<file path="src/fkg_pkg.sv">
`timescale 1ns / 1ps
// ----------------------------------------------------------------------------
// fkg_pkg: shared types and constants for the greedy fractional knapsack.
// Holds field widths, controller states and the command and status bundles.
// ----------------------------------------------------------------------------
package fkg_pkg;

    localparam int MAX_ITEMS_DEF = 64;
    localparam int VALUE_W       = 16;
    localparam int WEIGHT_W      = 16;
    localparam int CAP_W         = 32;
    localparam int TOTAL_W       = 22;
    localparam int PROD_W        = VALUE_W + WEIGHT_W;

    typedef enum logic [2:0] {
        S_LOAD,
        S_SCAN,
        S_FILL,
        S_DIV,
        S_OUT
    } t_state;

    typedef struct packed {
        logic load;       // store the item on the input channel
        logic fill_init;  // start a new set: load capacity, clear total
        logic scan_init;  // restart the density scan
        logic scan_run;   // advance the density scan
        logic take;       // add the selected item whole
        logic div_start;  // start the partial item division
        logic div_run;    // one quotient bit
        logic div_add;    // add the quotient to the total
        logic publish;    // move the total into the output register
    } t_dp_cmd;

    typedef struct packed {
        logic scan_done;
        logic found;
        logic fits;
        logic div_done;
        logic out_free;
    } t_dp_sts;

    // Adds a value to the running total, holding at the largest code.
    function automatic logic [TOTAL_W-1:0] sat_add(input logic [TOTAL_W-1:0] a,
                                                   input logic [VALUE_W-1:0] b);
        logic [TOTAL_W:0] s;
        s = {1'b0, a} + {{(TOTAL_W + 1 - VALUE_W){1'b0}}, b};
        return s[TOTAL_W] ? {TOTAL_W{1'b1}} : s[TOTAL_W-1:0];
    endfunction

endpackage

</file>
<file path="src/fkg_ctrl.sv">
`timescale 1ns / 1ps
// ----------------------------------------------------------------------------
// fkg_ctrl: sequencing state machine.
// Steps through load, density scan, fill, division and result hand-off.
// ----------------------------------------------------------------------------
module fkg_ctrl (
    input  logic            i_clk,
    input  logic            i_rst_n,
    input  logic            i_valid,
    input  logic            i_last_item,
    input  fkg_pkg::t_dp_sts i_sts,
    output logic            o_ready,
    output fkg_pkg::t_dp_cmd o_cmd
);

    fkg_pkg::t_state r_state;
    fkg_pkg::t_state n_state;

    always_ff @(posedge i_clk) begin
        if (!i_rst_n) begin
            r_state <= fkg_pkg::S_LOAD;
        end else begin
            r_state <= n_state;
        end
    end

    always_comb begin
        n_state = r_state;
        o_cmd   = '0;
        o_ready = 1'b0;
        case (r_state)
            fkg_pkg::S_LOAD: begin
                o_ready   = 1'b1;
                o_cmd.load = i_valid;
                if (i_valid && i_last_item) begin
                    o_cmd.fill_init = 1'b1;
                    o_cmd.scan_init = 1'b1;
                    n_state         = fkg_pkg::S_SCAN;
                end
            end
            fkg_pkg::S_SCAN: begin
                o_cmd.scan_run = 1'b1;
                if (i_sts.scan_done) begin
                    n_state = fkg_pkg::S_FILL;
                end
            end
            fkg_pkg::S_FILL: begin
                if (!i_sts.found) begin
                    n_state = fkg_pkg::S_OUT;
                end else if (i_sts.fits) begin
                    o_cmd.take      = 1'b1;
                    o_cmd.scan_init = 1'b1;
                    n_state         = fkg_pkg::S_SCAN;
                end else begin
                    o_cmd.div_start = 1'b1;
                    n_state         = fkg_pkg::S_DIV;
                end
            end
            fkg_pkg::S_DIV: begin
                if (i_sts.div_done) begin
                    o_cmd.div_add = 1'b1;
                    n_state       = fkg_pkg::S_OUT;
                end else begin
                    o_cmd.div_run = 1'b1;
                end
            end
            fkg_pkg::S_OUT: begin
                if (i_sts.out_free) begin
                    o_cmd.publish = 1'b1;
                    n_state       = fkg_pkg::S_LOAD;
                end
            end
            default: begin
                n_state = fkg_pkg::S_LOAD;
            end
        endcase
    end

endmodule

</file>
<file path="config.mk">
export PLATFORM = sky130hd
export DESIGN_NAME = fkg_ctrl
export DESIGN_NICKNAME = d
export VERILOG_FILES = /design/src/fkg_pkg.sv /design/src/fkg_ctrl.sv
export SDC_FILE = /design/constraint.sdc
export NUM_CORES = 1
export LEC_CHECK = 0
export BUFFER_PORTS_ARGS = -buffer_cell sky130_fd_sc_hd__buf_2
export CORE_AREA = 8 8 45 47
export DETAILED_ROUTE_END_ITERATION = 6
export DIE_AREA = 0 0 53 55
export MAX_ROUTING_LAYER = met4
export PLACE_DENSITY = 0.53
export SYNTH_ARGS = -nofsm -noshare
export SYNTH_HDL_FRONTEND = slang
export SYNTH_SLANG_ARGS = --single-unit
</file>
<file path="constraint.sdc">
create_clock -name i_clk -period 2.2 [get_ports i_clk]
set_clock_uncertainty 0.15 [all_clocks]
set_input_delay 0.11 -clock i_clk [delete_from_list [all_inputs] [get_ports i_clk]]
set_output_delay 0.11 -clock i_clk [all_outputs]
set_load 0.01 [all_outputs]
</file>
==> results.yml, run 1 <==
routing:
  routedWlPerCell_um: 11.8
  drt-initial-drc-count: 1
  drt.antenna.violating_nets: 0
  drt_drc_violations_left: 0
  firstDrtPassIters: 3
  vias_cell: 4.56
  wl_final_um: 864
  dr_total_vias: 333
placement:
  dpl-instance-area_um2: 398
  detailedPlace.worstSlack_ps: 736
  hpwlAfterDp_um: 714
  routabilityCongestion: 0.707
  portBuffers: 18
power_and_ir_drop:
  irDropWorstVdd_v: 0.000182
  design_power_total_uw: 221
  p_leak_uw: 0.000197
  pwr_density_cell_nw_per_um2: 508
min_path:
  worst_hold_path.num_cells: 3
  worst_hold_path.endpoint: "r_state[2]"
  min_delay_startpoint: "i_sts[0]"
  holdCritPathClass: "in -> reg"
synthesis:
  synth_xor_xnor_area_share_pct: 0
  post_synth_mux_area_share_pct: 0
  post_synthesis_cell_count: 37
  synth-seq-area-share_pct: 18.9
  synth.cell_area_um2: 318
  mappedNetlistNets: 46
  synth-compound-area-share_pct: 12.6
  synth_seq_cells: 3
  yosys.area_share.adder_pct: 0
  post_synth.cell_area_avg_um2: 8.59
  combinational_family_with_the_most_area_after_synthesis: "simple AND/OR/NAND/NOR gates"
  synthSimpleGateAreaFrac_pct: 55.1
  yosys_warnings: 0
  synthDistinctLibCells: 22
floorplan:
  chipHeight_um: 55
  floorplan.initialDensity_pct: 23.0
  core.rowCount: 14
  core_region_area_um2: 1380
  num_io_pins: 19
  dieWidth_um: 53
  die_area_um2: 2920
global_routing:
  antenna_found_initial: 0
  grt_first_pass_wirelength_mm: 1.41
  grt_max_degree: 13
  globalRouteOverflowTotal: 0
  grt_pass1_vias: 316
  track_usage_pct: 6.69
cells_and_area:
  register_area_um2: 60.1
  fillers: 150
  stdcell_area_um2: 434
  num_antenna_cells: 0
  reg_top3: "r_state (3)"
  synthesis_to_layout_area_growth_pct: 36.6
  largest-register: "r_state"
  area_taken_by_multi_input_logic_gates_um2: 215
  largest_register_ffs: 3
  layout.nets: 67
  layout-drive-gt1-share_pct: 45.6
clocking:
  postCtsSetupBuffers: 0
  cts_hold_buffers: 1
  clock-root-buffer: "sky130_fd_sc_hd__clkbuf_4"
  cts-buffers-inserted: 3
  cts_tree: "built"
  post_cts.resized_instances: 0
  clock-sinks: 3
  htree_num_levels: 1
  buffers_from_clock_root_to_sink_at_most: 2
  path_clk_slew_ps: 40
  clkLatencyLatePin_ps: 230
setup_path:
  critical_path_class: "reg -> out"
  end_kind: "output pin"
  worst-r2r-setup-slack_ps: 750
  startpoint_type_of_the_worst_setup_path: "flop"
  timing.critical_path.from: "r_state[1]"
  r2r_cells: 3
  reg2reg_to: "r_state[0]"
  rr_startpoint: "r_state[0]"
  timing.critical_path.arrival_ps: 1400
  crit_path_max_fanout: 11
  cp_data_required_time_ps: 1940
timing:
  drv_slew: 0
  finalSetupViolCount: 0
  final_min_period_over_clock_period_pct: 75.5
  max_clock_freq_mhz: 602
  slew_headroom_pct: 66.8
  period_minus_slack_ps: 1660
  hold_fails_final_rpt: 0
  tns_ps: 0
  grt_setup_unrepaired: "false"
  hold-worst-slack_ps: 64.2
  tightestPinTransition_ps: 497
  fin_ws_ps: 538
outcome:
  run_status: "complete, no violations"
run:
  max-cap-violations: 0
[power breakdown]
part           internal, uW  leakage, uW  switching (uW)
combinational          29.2     0.000158            26.7
clock                  67.9    0.0000150            27.2
sequential             57.8    0.0000245            12.0
total                   155     0.000197            65.9
[routing by layer]
layer	up-vias	wire, um	track usage (%)
li1	175	-	-
met1	145	351	7.26
met2	13	390	8.98
met3	0	121	3.48
met4	0	0	5.17
met5	-	0	-
[cell type report]
cell class / count / area share (%)
timing repair buffer: 19 / 23.1
clock buffer: 4 / 6.05
sequential: 3 / 13.8
tap: 16 / 4.61
multi-input combinational: 29 / 49.6
inverter: 2 / 2.88
[cell usage in the layout, fill, tap and decap left out, types with 2 or more instances in the layout]
cell / Yosys / final
sky130_fd_sc_hd__dfxtp_1: 3 / 3
sky130_fd_sc_hd__buf_2: 0 / 18
sky130_fd_sc_hd__nand2_1: 3 / 3
sky130_fd_sc_hd__nor3_1: 6 / 6
sky130_fd_sc_hd__a21oi_1: 2 / 2
sky130_fd_sc_hd__o21a_1: 2 / 2
sky130_fd_sc_hd__nand2b_1: 2 / 2
sky130_fd_sc_hd__clkbuf_4: 0 / 3
sky130_fd_sc_hd__nand3_1: 2 / 2
sky130_fd_sc_hd__nor2b_1: 2 / 2
[worst max-delay path, stage by stage (launching register included)]
cell	delay (ps)
sky130_fd_sc_hd__dfxtp_1	620
sky130_fd_sc_hd__nand3_1	170
sky130_fd_sc_hd__a211oi_1	220
sky130_fd_sc_hd__buf_2	160
[cells in the mapped netlist]
library cell | count | area (um2)
sky130_fd_sc_hd__nor3_1 | 6 | 30.0
sky130_fd_sc_hd__dfxtp_1 | 3 | 60.1
sky130_fd_sc_hd__nand2_1 | 3 | 11.3
sky130_fd_sc_hd__a21oi_1 | 2 | 10.0
sky130_fd_sc_hd__buf_6 | 2 | 22.5
sky130_fd_sc_hd__nand2b_1 | 2 | 12.5
sky130_fd_sc_hd__nand3_1 | 2 | 10.0
sky130_fd_sc_hd__nor2b_1 | 2 | 12.5
sky130_fd_sc_hd__o21a_1 | 2 | 15.0
sky130_fd_sc_hd__a211oi_1 | 1 | 7.51
sky130_fd_sc_hd__a21o_1 | 1 | 7.51
sky130_fd_sc_hd__and2_1 | 1 | 6.26
sky130_fd_sc_hd__buf_4 | 1 | 7.51
sky130_fd_sc_hd__inv_1 | 1 | 3.75
sky130_fd_sc_hd__inv_6 | 1 | 8.76
sky130_fd_sc_hd__nor2_1 | 1 | 3.75
sky130_fd_sc_hd__nor4_2 | 1 | 12.5
sky130_fd_sc_hd__nor4_4 | 1 | 21.3
sky130_fd_sc_hd__nor4b_1 | 1 | 8.76
sky130_fd_sc_hd__nor4b_2 | 1 | 15.0
sky130_fd_sc_hd__nor4b_4 | 1 | 23.8
sky130_fd_sc_hd__or2b_1 | 1 | 7.51
[how the worst max path moves through the flow]
| stage | endpoint |
|---|---|
| 6_report | o_cmd[6] |
| 5_1_grt | o_cmd[6] |
| 4_1_cts | o_cmd[6] |
| 3_5_place_dp | r_state[0] |
| 3_3_place_gp | r_state[0] |
| 2_1_floorplan | o_cmd[7] |
[cells by family (layout without fill, tap and decap cells)]
kind of cell | Yosys count | after routing
compound gates | 6 | 6
flops | 3 | 3
simple gates | 23 | 23
buf+inv | 5 | 25
[stage by stage]
step | util [%] | instances
after floorplan | - | 37
after global placement | 28.8 | 68
after detailed placement | 28.8 | 68
after CTS | 31.4 | 73
after global routing | 31.4 | 73
final | 31.4 | 73
(Power assumes the default switching activity.)
==> inputs of run 2 (changes only) <==
Settings changed: PLACE_DENSITY 0.53 to 0.55.
Clock period 2.2 ns to 1.5 ns, I/O delays scaled along.
==> results.yml, run 2 (synthesis gave the netlist of run 1 again) <==
floorplan:
  core_region_area_um2: 1380
  num_io_pins: 19
  chipHeight_um: 55
  core.rowCount: 14
  die_area_um2: 2920
  floorplan.initialDensity_pct: 23.0
  dieWidth_um: 53
timing:
  max_clock_freq_mhz: 701
  hold-worst-slack_ps: 18.9
  grt_setup_unrepaired: "false"
  tns_ps: 0
  period_minus_slack_ps: 1430
  tightestPinTransition_ps: 263
  final_min_period_over_clock_period_pct: 95.1
  hold_fails_final_rpt: 0
  slew_headroom_pct: 82.2
  drv_slew: 0
  finalSetupViolCount: 0
routing:
  routedWlPerCell_um: 11.7
  dr_total_vias: 363
  drt-initial-drc-count: 4
  drt.antenna.violating_nets: 0
  drt_drc_violations_left: 0
  wl_final_um: 911
  vias_cell: 4.65
  firstDrtPassIters: 4
global_routing:
  grt_pass1_vias: 346
  globalRouteOverflowTotal: 0
  grt_max_degree: 12
  track_usage_pct: 6.81
  grt_first_pass_wirelength_mm: 1.43
  antenna_found_initial: 0
clocking:
  path_clk_slew_ps: 40
  htree_num_levels: 1
  cts_tree: "built"
  clkLatencyLatePin_ps: 230
  cts-buffers-inserted: 3
  buffers_from_clock_root_to_sink_at_most: 2
  clock-root-buffer: "sky130_fd_sc_hd__clkbuf_4"
  clock-sinks: 3
setup_path:
  timing.critical_path.from: "r_state[1]"
  slowest_stage: "sky130_fd_sc_hd__dfxtp_4"
  crit_path_max_fanout: 6
  worst_path_buffer_plus_inverter_count: 1
  critical_path_class: "reg -> out"
  rr_startpoint: "r_state[1]"
  worst-r2r-setup-slack_ps: 210
  reg2reg_to: "r_state[1]"
  end_kind: "output pin"
  critical_path.cell_chain: "nand2_1 -> nor4_4 -> buf_2"
  kind_of_cell_adding_the_most_delay_to_the_critical_path: "flip-flops"
  cp_data_required_time_ps: 1270
  timing.critical_path.arrival_ps: 1200
  critical-path-max-stage-delay_ps: 400
  startpoint_type_of_the_worst_setup_path: "flop"
  r2r_cells: 4
cells_and_area:
  fillers: 155
  layout.nets: 72
  layout-drive-gt1-share_pct: 53.2
  largest-register: "r_state"
  synthesis_to_layout_area_growth_pct: 52.0
  num_antenna_cells: 0
  layout_common_cells: "18 x sky130_fd_sc_hd__buf_2, 6 x sky130_fd_sc_hd__nor3_1, 4 x sky130_fd_sc_hd__buf_4"
  reg_top3: "r_state (3)"
  largest_register_ffs: 3
  most_common_library_cell_in_the_layout_ignoring_fill_and_taps: "sky130_fd_sc_hd__buf_2"
power_and_ir_drop:
  irDropWorstVdd_v: 0.000385
  pwr_density_cell_nw_per_um2: 695
  p_leak_uw: 0.000241
outcome:
  run_status: "complete, no violations"
min_path:
  min_delay_startpoint: "i_sts[0]"
  worst_hold_path.num_cells: 3
  holdCritPathClass: "in -> reg"
  worst_hold_path.endpoint: "r_state[2]"
placement:
  hpwlAfterDp_um: 714
  routabilityCongestion: 0.719
  portBuffers: 18
run:
  max-cap-violations: 0
-- run 2: changes by cell type in the layout (fill, tap and decap cells not counted) --
cell	delta
sky130_fd_sc_hd__dlymetal6s2s_1	+1
sky130_fd_sc_hd__dfxtp_1	-3
sky130_fd_sc_hd__dfxtp_2	+2
sky130_fd_sc_hd__dfxtp_4	+1
sky130_fd_sc_hd__buf_4	+4
-- run 2: where the power goes --
group	switching (uW)	internal, uW
Clock	42.5	99.7
Combinational	47.3	50.3
Sequential	11.3	84.7
Total	101	235
-- run 2: cell type report --
class / count / area [um2] / area share, %
well taps: 16 / 20.0 / 4.15
repair buffers: 24 / 143 / 29.5
multi-input cells: 29 / 215 / 44.6
flip-flops and latches: 3 / 66.3 / 13.7
inverters: 2 / 12.5 / 2.59
clock buffers: 4 / 26.3 / 5.44
-- run 2: through the flow --
| stage | std cells | util [%] | power, uW | setup slack (ps) | area [um2] |
|---|---|---|---|---|---|
| final | 78 | 34.9 | 336 | 73.4 | 483 |
| after floorplan | 37 | - | 157 | 301 | 318 |
| after global placement | 70 | 29.8 | 189 | 161 | 413 |
| after CTS | 75 | 32.6 | 343 | 39.4 | 452 |
| after detailed placement | 70 | 29.8 | 190 | 135 | 413 |
| after global routing | 78 | 34.9 | 363 | 9.32 | 483 |
-- run 2: what timing repair did --
item	CTS	global route
endpoints found under the setup margin	4	7
pin swaps	0	1
hold buffers	1	0
resized for setup	2	2
setup buffers	0	3
endpoints found under the hold margin	3	0
-- run 2: how the worst max path moves through the flow --
| stage | end | slack, ps | cells after the start |
|---|---|---|---|
| after detailed placement | o_cmd[6] | 130 | 3 |
| after global routing | o_cmd[3] | 9 | 3 |
| after global placement | o_cmd[3] | 160 | 3 |
| final | o_cmd[3] | 70 | 3 |
| after CTS | o_cmd[5] | 40 | 3 |
| after floorplan | o_cmd[7] | 300 | 3 |
-- run 2: tightest hold or removal path, stage by stage --
cell	delay, ps
sky130_fd_sc_hd__buf_2	90
sky130_fd_sc_hd__nor4b_1	40
sky130_fd_sc_hd__o21a_1	160
-- run 2: routing by layer --
layer | up-vias | GRT usage, % | part of all wire (%)
met3 | 0 | 4.81 | 15
met4 | 0 | 2.59 | 0
met1 | 167 | 5.46 | 34
met2 | 13 | 11.9 | 51
met5 | - | - | 0
li1 | 183 | - | -
==> inputs of run 3 (changes only) <==
Settings changed: REMOVE_ABC_BUFFERS set to 1.
==> results.yml, run 3 (synthesis gave the netlist of run 1 again) <==
outcome:
  run_status: "complete, no violations"
timing:
  hold_fails_final_rpt: 0
  tightestPinTransition_ps: 237
  grt_setup_unrepaired: "false"
  hold-worst-slack_ps: 15.1
  tns_ps: 0
  max_clock_freq_mhz: 695
  finalSetupViolCount: 0
  final_min_period_over_clock_period_pct: 95.9
  slew_headroom_pct: 84.0
  period_minus_slack_ps: 1440
  drv_slew: 0
clocking:
  htree_num_levels: 1
  postCtsSetupBuffers: 0
  clock-root-buffer: "sky130_fd_sc_hd__clkbuf_4"
  cts_tree: "built"
  clkLatencyLatePin_ps: 230
  path_clk_slew_ps: 30
  buffers_from_clock_root_to_sink_at_most: 2
  clock-sinks: 3
  cts-buffers-inserted: 3
cells_and_area:
  register_area_um2: 66.3
  fillers: 153
  num_antenna_cells: 0
  synthesis_to_layout_area_growth_pct: 43.3
  area_taken_by_multi_input_logic_gates_um2: 215
  reg_top3: "r_state (3)"
  layout_common_cells: "18 x sky130_fd_sc_hd__buf_2, 6 x sky130_fd_sc_hd__nor3_1, 3 x sky130_fd_sc_hd__nand2_1, 3 x sky130_fd_sc_hd__clkbuf_4"
  stdcell_area_um2: 455
  layout.nets: 69
  layout-drive-gt1-share_pct: 52.5
  largest_register_ffs: 3
  most_common_library_cell_in_the_layout_ignoring_fill_and_taps: "sky130_fd_sc_hd__buf_2"
  largest-register: "r_state"
setup_path:
  crit_path_max_fanout: 7
  reg2reg_to: "r_state[0]"
  critical-path-max-stage-delay_ps: 350
  worst-r2r-setup-slack_ps: 320
  slowest_stage: "sky130_fd_sc_hd__dfxtp_2"
  r2r_cells: 3
  timing.critical_path.arrival_ps: 1210
  critical_path.cell_chain: "buf_4 -> nor4_4 -> buf_2"
  startpoint_type_of_the_worst_setup_path: "flop"
  end_kind: "output pin"
  critical_path_class: "reg -> out"
  cp_data_required_time_ps: 1270
  rr_startpoint: "r_state[0]"
routing:
  drt.antenna.violating_nets: 0
  top_layer_used: "met3"
  drt-met1-wl_um: 324
  firstDrtPassIters: 4
  drt-initial-drc-count: 5
  routed-wl-met2_um: 354
  vias_cell: 4.48
  dr_total_vias: 336
  routedWlPerCell_um: 11.1
  wl_final_um: 834
  wl_met3_um: 154
  drt_drc_violations_left: 0
floorplan:
  chipHeight_um: 55
  floorplan.initialDensity_pct: 23.0
  die_area_um2: 2920
  num_io_pins: 19
  dieWidth_um: 53
  core_region_area_um2: 1380
  core.rowCount: 14
global_routing:
  grt_pass1_vias: 321
  antenna_found_initial: 0
  grt_max_degree: 12
  grt_first_pass_wirelength_mm: 1.35
  globalRouteOverflowTotal: 0
  track_usage_pct: 6.36
placement:
  routabilityCongestion: 0.734
  portBuffers: 18
  dpl-instance-area_um2: 413
  hpwlAfterDp_um: 690
min_path:
  worst_hold_path.endpoint: "r_state[2]"
  min_delay_startpoint: "i_sts[0]"
  holdCritPathClass: "in -> reg"
  worst_hold_path.num_cells: 3
power_and_ir_drop:
  pwr_density_cell_nw_per_um2: 726
  p_leak_uw: 0.000209
  irDropWorstVdd_v: 0.000498
run:
  max-cap-violations: 0
==> run 3: cell type report <==
type,count,area share (%)
timing repair buffer,21,25.3
sequential,3,14.6
inverter,2,2.75
tap,16,4.40
clock buffer,4,5.77
multi-input combinational,29,47.3
==> run 3: power breakdown <==
group	internal [uW]	leakage [uW]	switching [uW]
sequential	84.7	0.0000261	11.4
combinational	46.9	0.000168	45.9
clock	99.7	0.0000150	42.0
total	231	0.000209	99.4
==> run 3: worst max-delay path, delay by kind of cell (launching register included) <==
family	cells	cell delay (ps)
DFF	1	350
and+or+nand+nor	1	290
buffers and inverters	2	350
==> run 3: how the worst max path moves through the flow <==
stage | from | endpoint | slack, ps
detailed placement | r_state[1] | o_cmd[6] | 150
finish | r_state[0] | o_cmd[3] | 60
global placement | r_state[1] | o_cmd[3] | 150
CTS | r_state[0] | o_cmd[3] | 7
floorplan | r_state[0] | r_state[0] | 190
global route | r_state[1] | o_cmd[7] | 1
==> run 3: per-stage QoR <==
step / setup WS (ps) / instances / utilization, % / power [uW]
6_report: 60.9 / 75 / 32.9 / 331
5_1_grt: 1.26 / 75 / 32.9 / 360
4_1_cts: 7.48 / 75 / 32.5 / 340
3_5_place_dp: 152 / 70 / 29.8 / 190
3_3_place_gp: 148 / 70 / 29.8 / 189
2_1_floorplan: 188 / 34 / - / 148
==> run 3: repair_timing <==
item | CTS | global route
endpoints found under the setup margin | 4 | 5
resized for setup | 1 | 3
hold endpoints to repair | 2 | 0
cloned | 0 | 0
hold buffers | 1 | 0
==> run 3: routing by layer <==
metal | track usage (%) | up-vias
li1 | - | 176
met1 | 6.52 | 145
met2 | 8.98 | 15
met3 | 5.61 | 0
met4 | 1.29 | 0
met5 | - | -
